===== src/lnr_pkg.sv =====
// ----------------------------------------------------------------------------
// lnr_pkg
// Shared types and codes for the eight-zone line rasterizer.
// ----------------------------------------------------------------------------
package lnr_pkg;

    typedef enum logic {
        OP_START = 1'b0,
        OP_STEP  = 1'b1
    } op_t;

    typedef logic [2:0] zone_t;

    localparam zone_t ZONE_0 = 3'd0;
    localparam zone_t ZONE_1 = 3'd1;
    localparam zone_t ZONE_2 = 3'd2;
    localparam zone_t ZONE_3 = 3'd3;
    localparam zone_t ZONE_4 = 3'd4;
    localparam zone_t ZONE_5 = 3'd5;
    localparam zone_t ZONE_6 = 3'd6;
    localparam zone_t ZONE_7 = 3'd7;

endpackage


===== src/eight_zone_line_rasterizer.sv =====
// ----------------------------------------------------------------------------
// eight_zone_line_rasterizer
// Midpoint (Bresenham) line rasterizer covering all eight zones.
// ----------------------------------------------------------------------------
// Usage:
//   Input channel s_*: a transaction with s_operation = OP_START carries two
//   endpoints and yields the first pixel. Each OP_STEP transaction yields
//   the next pixel along the line; m_last marks the second endpoint. A step
//   with no line in progress yields nothing. A start abandons any line in
//   progress.
//   Output channel m_*: one pixel per result transaction, with the line's
//   zone on m_octant.
//   An accepted transaction passes the input register, then the result
//   register, to m_valid. Throughput: one transaction per cycle unless stalled;
//   the step path is one add, one sign test and one unfold mux.
//   Reset (aresetn low, synchronous) empties both registers and drops any
//   line in progress.
//   Stall: while m_ready is low with a result held, one more transaction is
//   taken into the input register; if it yields a pixel, s_ready then falls
//   until the result register drains; nothing is dropped.
// ----------------------------------------------------------------------------
module eight_zone_line_rasterizer #(
    parameter int COORD_BITS = 11
) (
    input  logic                         aclk,
    input  logic                         aresetn,
    input  logic                         s_valid,
    output logic                         s_ready,
    input  logic                         s_operation,
    input  logic signed [COORD_BITS-1:0] s_start_x,
    input  logic signed [COORD_BITS-1:0] s_start_y,
    input  logic signed [COORD_BITS-1:0] s_end_x,
    input  logic signed [COORD_BITS-1:0] s_end_y,
    output logic                         m_valid,
    input  logic                         m_ready,
    output logic signed [COORD_BITS-1:0] m_pixel_x,
    output logic signed [COORD_BITS-1:0] m_pixel_y,
    output logic [2:0]                   m_octant,
    output logic                         m_last
);
    import lnr_pkg::*;

    localparam int CW = COORD_BITS;

    logic                 in_valid_reg;
    op_t                  op_reg;
    logic signed [CW-1:0] sx_reg, sy_reg, ex_reg, ey_reg;

    logic                 out_valid_reg;
    logic signed [CW-1:0] out_x_reg, out_y_reg;
    zone_t                out_zone_reg;
    logic                 out_last_reg;

    zone_t                su_zone;
    logic signed [CW:0]   su_major, su_minor;
    logic [CW:0]          su_count;
    logic signed [CW+3:0] su_decision;
    logic signed [CW+2:0] su_straight, su_diagonal;

    logic                 active;
    logic                 produces;
    logic                 advance;
    logic                 res_valid;
    logic signed [CW-1:0] res_x, res_y;
    zone_t                res_zone;
    logic                 res_last;

    assign produces = (op_reg == OP_START) || active;
    assign advance  = in_valid_reg && (!produces || !out_valid_reg || m_ready);
    assign s_ready  = !in_valid_reg || advance;

    always_ff @(posedge aclk) begin
        if (!aresetn) begin
            in_valid_reg <= 1'b0;
        end else if (s_ready) begin
            in_valid_reg <= s_valid;
        end
    end

    always_ff @(posedge aclk) begin
        if (s_ready && s_valid) begin
            op_reg <= op_t'(s_operation);
            sx_reg <= s_start_x;
            sy_reg <= s_start_y;
            ex_reg <= s_end_x;
            ey_reg <= s_end_y;
        end
    end

    lnr_setup #(
        .CW (CW)
    ) u_setup (
        .start_x       (sx_reg),
        .start_y       (sy_reg),
        .end_x         (ex_reg),
        .end_y         (ey_reg),
        .zone          (su_zone),
        .major0        (su_major),
        .minor0        (su_minor),
        .count         (su_count),
        .decision0     (su_decision),
        .step_straight (su_straight),
        .step_diagonal (su_diagonal)
    );

    lnr_core #(
        .CW (CW)
    ) u_core (
        .aclk           (aclk),
        .aresetn        (aresetn),
        .item_valid     (advance),
        .op             (op_reg),
        .setup_zone     (su_zone),
        .setup_major    (su_major),
        .setup_minor    (su_minor),
        .setup_count    (su_count),
        .setup_decision (su_decision),
        .setup_straight (su_straight),
        .setup_diagonal (su_diagonal),
        .line_active    (active),
        .res_valid      (res_valid),
        .res_x          (res_x),
        .res_y          (res_y),
        .res_zone       (res_zone),
        .res_last       (res_last)
    );

    always_ff @(posedge aclk) begin
        if (!aresetn) begin
            out_valid_reg <= 1'b0;
        end else if (res_valid) begin
            out_valid_reg <= 1'b1;
        end else if (m_ready) begin
            out_valid_reg <= 1'b0;
        end
    end

    always_ff @(posedge aclk) begin
        if (res_valid) begin
            out_x_reg    <= res_x;
            out_y_reg    <= res_y;
            out_zone_reg <= res_zone;
            out_last_reg <= res_last;
        end
    end

    assign m_valid   = out_valid_reg;
    assign m_pixel_x = out_x_reg;
    assign m_pixel_y = out_y_reg;
    assign m_octant  = out_zone_reg;
    assign m_last    = out_last_reg;

    a_no_overwrite: assert property (@(posedge aclk) disable iff (!aresetn)
        res_valid |-> (!out_valid_reg || m_ready))
        else $error("result register overwritten while held");

    a_ready_when_empty: assert property (@(posedge aclk) disable iff (!aresetn)
        !out_valid_reg |-> s_ready)
        else $error("input stalled with empty result register");

    a_held_item: assert property (@(posedge aclk) disable iff (!aresetn)
        (in_valid_reg && !advance) |=> (in_valid_reg && $stable(op_reg) && $stable(sx_reg)))
        else $error("pending transaction lost or altered");

endmodule


===== src/lnr_setup.sv =====
// ----------------------------------------------------------------------------
// lnr_setup
// Line setup: zone classification, fold into zone 0, decision-variable init.
// ----------------------------------------------------------------------------
module lnr_setup #(
    parameter int CW = 11
) (
    input  logic signed [CW-1:0] start_x,
    input  logic signed [CW-1:0] start_y,
    input  logic signed [CW-1:0] end_x,
    input  logic signed [CW-1:0] end_y,
    output lnr_pkg::zone_t       zone,
    output logic signed [CW:0]   major0,
    output logic signed [CW:0]   minor0,
    output logic [CW:0]          count,
    output logic signed [CW+3:0] decision0,
    output logic signed [CW+2:0] step_straight,
    output logic signed [CW+2:0] step_diagonal
);
    import lnr_pkg::*;

    function automatic logic signed [CW:0] fold_a(
        input logic signed [CW:0] x,
        input logic signed [CW:0] y,
        input zone_t z
    );
        case (z)
            ZONE_0, ZONE_7: fold_a = x;
            ZONE_1, ZONE_2: fold_a = y;
            ZONE_3, ZONE_4: fold_a = -x;
            default:        fold_a = -y;
        endcase
    endfunction

    function automatic logic signed [CW:0] fold_b(
        input logic signed [CW:0] x,
        input logic signed [CW:0] y,
        input zone_t z
    );
        case (z)
            ZONE_0, ZONE_3: fold_b = y;
            ZONE_1, ZONE_6: fold_b = x;
            ZONE_4, ZONE_7: fold_b = -y;
            default:        fold_b = -x;
        endcase
    endfunction

    logic signed [CW:0]   x0_w, y0_w, dx, dy, ddx, ddy;
    logic [CW:0]          adx, ady;
    logic                 steep, xneg, yneg;
    logic signed [CW+2:0] ddx_w, ddy_w, diff_w;

    always_comb begin
        x0_w  = (CW+1)'(start_x);
        y0_w  = (CW+1)'(start_y);
        dx    = (CW+1)'(end_x) - x0_w;
        dy    = (CW+1)'(end_y) - y0_w;
        xneg  = dx[CW];
        yneg  = dy[CW];
        adx   = xneg ? (CW+1)'(-dx) : (CW+1)'(dx);
        ady   = yneg ? (CW+1)'(-dy) : (CW+1)'(dy);
        steep = adx < ady;

        if (!steep) begin
            if (!xneg && !yneg)  zone = ZONE_0;
            else if (!xneg)      zone = ZONE_7;
            else if (yneg)       zone = ZONE_4;
            else                 zone = ZONE_3;
        end else begin
            if (!xneg && !yneg)  zone = ZONE_1;
            else if (!xneg)      zone = ZONE_6;
            else if (yneg)       zone = ZONE_5;
            else                 zone = ZONE_2;
        end

        major0 = fold_a(x0_w, y0_w, zone);
        minor0 = fold_b(x0_w, y0_w, zone);
        ddx    = fold_a(dx, dy, zone);
        ddy    = fold_b(dx, dy, zone);
        count  = ddx;

        ddx_w         = (CW+3)'(ddx);
        ddy_w         = (CW+3)'(ddy);
        diff_w        = ddy_w - ddx_w;
        step_straight = ddy_w + ddy_w;
        step_diagonal = diff_w + diff_w;
        decision0     = (CW+4)'(step_straight) - (CW+4)'(ddx_w);
    end

endmodule


===== src/lnr_core.sv =====
// ----------------------------------------------------------------------------
// lnr_core
// Line state and per-pixel midpoint step, with unfold back to the line zone.
// ----------------------------------------------------------------------------
module lnr_core #(
    parameter int CW = 11
) (
    input  logic                 aclk,
    input  logic                 aresetn,
    input  logic                 item_valid,
    input  lnr_pkg::op_t         op,
    input  lnr_pkg::zone_t       setup_zone,
    input  logic signed [CW:0]   setup_major,
    input  logic signed [CW:0]   setup_minor,
    input  logic [CW:0]          setup_count,
    input  logic signed [CW+3:0] setup_decision,
    input  logic signed [CW+2:0] setup_straight,
    input  logic signed [CW+2:0] setup_diagonal,
    output logic                 line_active,
    output logic                 res_valid,
    output logic signed [CW-1:0] res_x,
    output logic signed [CW-1:0] res_y,
    output lnr_pkg::zone_t       res_zone,
    output logic                 res_last
);
    import lnr_pkg::*;

    function automatic logic signed [CW:0] unfold_x(
        input logic signed [CW:0] a,
        input logic signed [CW:0] b,
        input zone_t z
    );
        case (z)
            ZONE_0, ZONE_7: unfold_x = a;
            ZONE_1, ZONE_6: unfold_x = b;
            ZONE_3, ZONE_4: unfold_x = -a;
            default:        unfold_x = -b;
        endcase
    endfunction

    function automatic logic signed [CW:0] unfold_y(
        input logic signed [CW:0] a,
        input logic signed [CW:0] b,
        input zone_t z
    );
        case (z)
            ZONE_0, ZONE_3: unfold_y = b;
            ZONE_1, ZONE_2: unfold_y = a;
            ZONE_4, ZONE_7: unfold_y = -b;
            default:        unfold_y = -a;
        endcase
    endfunction

    logic                 active_reg, active_next;
    zone_t                zone_reg, zone_next;
    logic signed [CW:0]   major_reg, major_next;
    logic signed [CW:0]   minor_reg, minor_next;
    logic signed [CW+3:0] decision_reg, decision_next;
    logic signed [CW+2:0] straight_reg, straight_next;
    logic signed [CW+2:0] diagonal_reg, diagonal_next;
    logic [CW:0]          left_reg, left_next;
    logic signed [CW:0]   px, py;

    always_ff @(posedge aclk) begin
        if (!aresetn) begin
            active_reg   <= 1'b0;
            zone_reg     <= ZONE_0;
            major_reg    <= '0;
            minor_reg    <= '0;
            decision_reg <= '0;
            straight_reg <= '0;
            diagonal_reg <= '0;
            left_reg     <= '0;
        end else begin
            active_reg   <= active_next;
            zone_reg     <= zone_next;
            major_reg    <= major_next;
            minor_reg    <= minor_next;
            decision_reg <= decision_next;
            straight_reg <= straight_next;
            diagonal_reg <= diagonal_next;
            left_reg     <= left_next;
        end
    end

    always_comb begin
        active_next   = active_reg;
        zone_next     = zone_reg;
        major_next    = major_reg;
        minor_next    = minor_reg;
        decision_next = decision_reg;
        straight_next = straight_reg;
        diagonal_next = diagonal_reg;
        left_next     = left_reg;
        res_valid     = 1'b0;
        res_last      = 1'b0;

        if (item_valid) begin
            if (op == OP_START) begin
                zone_next     = setup_zone;
                major_next    = setup_major;
                minor_next    = setup_minor;
                decision_next = setup_decision;
                straight_next = setup_straight;
                diagonal_next = setup_diagonal;
                left_next     = setup_count;
                active_next   = setup_count != '0;
                res_valid     = 1'b1;
                res_last      = setup_count == '0;
            end else if (active_reg) begin
                major_next = major_reg + (CW+1)'(1);
                if (decision_reg[CW+3]) begin
                    decision_next = decision_reg + (CW+4)'(straight_reg);
                end else begin
                    decision_next = decision_reg + (CW+4)'(diagonal_reg);
                    minor_next    = minor_reg + (CW+1)'(1);
                end
                left_next   = left_reg - (CW+1)'(1);
                active_next = left_reg != (CW+1)'(1);
                res_valid   = 1'b1;
                res_last    = left_reg == (CW+1)'(1);
            end
        end

        px       = unfold_x(major_next, minor_next, zone_next);
        py       = unfold_y(major_next, minor_next, zone_next);
        res_x    = px[CW-1:0];
        res_y    = py[CW-1:0];
        res_zone = zone_next;
    end

    assign line_active = active_reg;

    a_active_count: assert property (@(posedge aclk) disable iff (!aresetn)
        active_reg == (left_reg != '0))
        else $error("line active flag disagrees with pixel count");

    a_step_signs: assert property (@(posedge aclk) disable iff (!aresetn)
        active_reg |-> (!straight_reg[CW+2] && (diagonal_reg[CW+2] || diagonal_reg == '0)))
        else $error("decision increments out of folded range");

    a_last_ends: assert property (@(posedge aclk) disable iff (!aresetn)
        (res_valid && res_last) |=> !active_reg)
        else $error("line still active after last pixel");

endmodule


===== config.mk =====
export PLATFORM = sky130hd
export DESIGN_NAME = eight_zone_line_rasterizer
export DESIGN_NICKNAME = d
export VERILOG_FILES = /design/src/lnr_pkg.sv /design/src/eight_zone_line_rasterizer.sv /design/src/lnr_setup.sv /design/src/lnr_core.sv
export SDC_FILE = /design/constraint.sdc
export NUM_CORES = 1
export LEC_CHECK = 0
export ABC_AREA = 1
export ABC_CLOCK_PERIOD_IN_PS = 5700
export BUFFER_PORTS_ARGS = -buffer_cell sky130_fd_sc_hd__buf_2
export CAP_MARGIN = 20
export CORE_ASPECT_RATIO = 0.75
export CORE_MARGIN = 4
export CORE_UTILIZATION = 40
export DETAILED_ROUTE_END_ITERATION = 10
export GPL_ROUTABILITY_DRIVEN = 0
export GPL_TIMING_DRIVEN = 0
export PLACE_DENSITY_LB_ADDON = 0.05
export SLEW_MARGIN = 0
export SYNTH_ARGS = -nofsm -noshare
export SYNTH_HDL_FRONTEND = slang
export SYNTH_SLANG_ARGS = --single-unit

===== constraint.sdc =====
create_clock -name aclk -period 5.7 [get_ports aclk]
set_input_delay 0.285 -clock aclk [delete_from_list [all_inputs] [get_ports aclk]]
set_output_delay 0.285 -clock aclk [all_outputs]
set_load 0.01 [all_outputs]

==> impl_metrics.yaml <==
run_status:
  status: "finished, violations left"
  violations: "setup timing"
cells_and_area:
  syn_to_final_growth_pct: 31.69
  antenna_cells: 0
  nNetsFinal: 2357
  multi_input_area_um2: 9086
  layout-drive-gt1-share_pct: 22.71
  stdcell_count: 2643
  final_area_um2: 17000
  nFillCells: 3103
  largest_reg_flops: 14
  seqCellArea_um2: 3714
clock_tree:
  cts_tree: "done"
  cts_made_buffers: 17
  htreeDepth: 4
  cts_sinks: 150
  worstSkewPairLatency_ns: 0.46
  clock-root-buffer: "clkbuf_16"
  clockBufferDepth: 2
  clkTransAtPathRegs_ns: 0.07
floorplan:
  fp.coreArea_um2: 31530
  rows: 56
  dieArea_um2: 35230
  die_w_um: 215.4
  die_h_um: 163.6
  start_util_pct: 40.93
  num_io_pins: 77
detailed_routing:
  wire_per_inst_um: 18.53
  drt.antenna.violating_nets: 0
  drcViolationCount: 0
  avgViaCountPerCell: 5.507
  vias: 14560
  drt_pre_antenna_iters: 8
  wirelength_mm: 48.98
  drtIter0Drc: 1577
placement:
  dp_hpwl_mm: 35.91
  port_buffers: 76
  placed_cell_area_um2: 13820
  dp.cells: 2461
power_and_ir_drop:
  ir_worst_vdd_uv: 360.5
  p_per_area_nw_per_um2: 559.3
  leakagePower_uw: 0.007805
global_route:
  grt_pass1_wl_mm: 73.71
  grt_pass1_vias: 13330
  antenna_found_initial: 0
  grt-ovfl-total: 0
  grt_use_total_pct: 26.73
  grt_max_degree: 46
timing:
  layout_setup_ws_ns: -0.02047
  rsz0062_at_grt: "yes"
  max_freq_mhz: 174.8
  period_minus_slack_ns: 5.720
  finalSetupViolations: 1
  drv_slew: 0
  clock_skew_ns: 0.01334
  hold_viol: 0
  tightest_slew_ns: 0.9165
  max-slew-margin-rel_pct: 38.90
  finalCritPeriodShare_pct: 100.4
logic_synthesis:
  ys_seq_area_share_pct: 28.77
  postSynthCellCount: 1978
  synthesis.area_um2: 12910
  ys.warnings.count: 0
  synth.most_common_cell: "nand2_1"
  synth.top_cell.area_share_pct: 16.52
  synth_seq_cells: 150
  synth_edf_count: 71
  synth_flop_cell: "dfxtp_1"
  netlist_top_cells_count: "nand2_1, inv_1, o21ai_0"
  syn_area_per_cell_um2: 6.525
  synth_fp_nets: 2111
  async_flop_share_pct: 0
  yosys-top-cells-area: "edfxtp_1, nand2_1, dfxtp_1"
  synth_cell_types: 58
  yosys.area.top_type: "edfxtp_1"
setup_path:
  crit_slowest_cell: "fa_1"
  critPathKind: "register to register"
  setup.worst_path.start_class: "register"
  worstPathRequired_ns: 6.00
  path_max_fanout: 7
  cp_common_cell: "nand2_1"
  cp-end-kind: "register"
  cp.arrival_ns: 6.02
  slowest_delay_ns: 0.51
flow_run:
  cap_viol_max_count: 0
min_path:
  min_path_type: "input pin to register"
[where the power goes]
part           switching [µW]  internal, µW  leakage (µW)
registers                55.1          1230       0.00133
logic                    4320          2790       0.00621
clock network             524           590      0.000269
total                    4900          4610       0.00780
[cell usage in the layout (no fill, tap or decap), drive strengths merged, types with 3 or more instances in the layout]
| master | instances |
|---|---|
| nand2 | 545 |
| inv | 288 |
| buf | 197 |
| o21ai | 183 |
| nor2 | 178 |
| nand3 | 171 |
| a21oi | 119 |
| dfxtp | 79 |
| ha | 79 |
| edfxtp | 71 |
| clkbuf | 56 |
| dlygate4sd3 | 44 |
| nand4 | 41 |
| xor2 | 41 |
| nor3 | 21 |
| o211ai | 15 |
| o21bai | 14 |
| a31oi | 14 |
| xnor2 | 13 |
| or2 | 8 |
| o2111ai | 6 |
| a21o | 5 |
| a22oi | 5 |
| fa | 5 |
| clkinv | 5 |
| clkinvlp | 4 |
| o221ai | 4 |
| nand3b | 4 |
| a21boi | 3 |
| o31ai | 3 |
| a221oi | 3 |
[timing repair]
action | 4_1_cts | 5_1_grt
buffers inserted | 60 | 45
hold endpoints to repair | 44 | 0
cloned | 0 | 1
pin swaps | 49 | 97
hold buffers | 44 | 0
endpoints found under the setup margin | 50 | 46
gates resized for setup | 153 | 185
[area by class of cell]
type	instances	area share, %
Buffer	50	1.782
Sequential cell	150	21.85
Tap cell	406	2.989
Timing Repair Buffer	227	10.23
Clock inverter	12	0.5595
Multi-Input combinational cell	1493	53.46
Clock buffer	20	2.694
Inverter	285	6.441
[worst paths after layout]
check | slack [ns] | depth (start not counted) | startpoint | end
max | -0.02 | 35 | sx_reg[0] | u_core.diagonal_reg[13]
min | 0.01 | 1 | s_start_y[10] | sy_reg[10]
max reg2reg | -0.02 | 35 | sx_reg[0] | u_core.diagonal_reg[13]
min reg2reg | 0.49 | 2 | u_core.left_reg[7] | u_core.left_reg[7]
[layer usage]
metal,GRT usage (%),part of all wire [%]
met2,40.57,43
met5,0,0
met1,39.58,47
met3,4.575,8.4
met4,6.263,1.8
[through the flow]
step                utilization (%)  hold slack (ns)  setup TNS, ns  total power (µW)  setup slack, ns
floorplan                         -           0.3839              0              4740           0.5456
finish                        53.90          0.01159       -0.02047              9507         -0.02047
global route                  53.90        0.0007609         -3.073             10100          -0.2585
detailed placement            43.82           0.4631         -28.46              6072           -1.200
global placement              43.75           0.4611         -27.88              6053           -1.184
CTS                           50.58         0.002839              0              8297         0.001804
[worst max-delay path: cells and delay by family (launching register included)]
kind	cells	cell delay, ns
and+or+nand+nor	18	2.07
adders and majority gates	5	1.54
buffers and inverters	8	0.97
AOI/OAI and AO/OA	4	0.46
DFF	1	0.49
[logic make-up (layout without fill, tap and decap cells)]
kind of cell	Yosys count	after routing	share of synthesized area, %
simple gates	972	972	32.22
xor+xnor	54	54	3.868
flops	150	150	28.77
buf+inv	335	594	9.956
compound gates	383	383	16.75
fa+ha+maj	84	84	8.434
(Power assumes the default switching activity.)
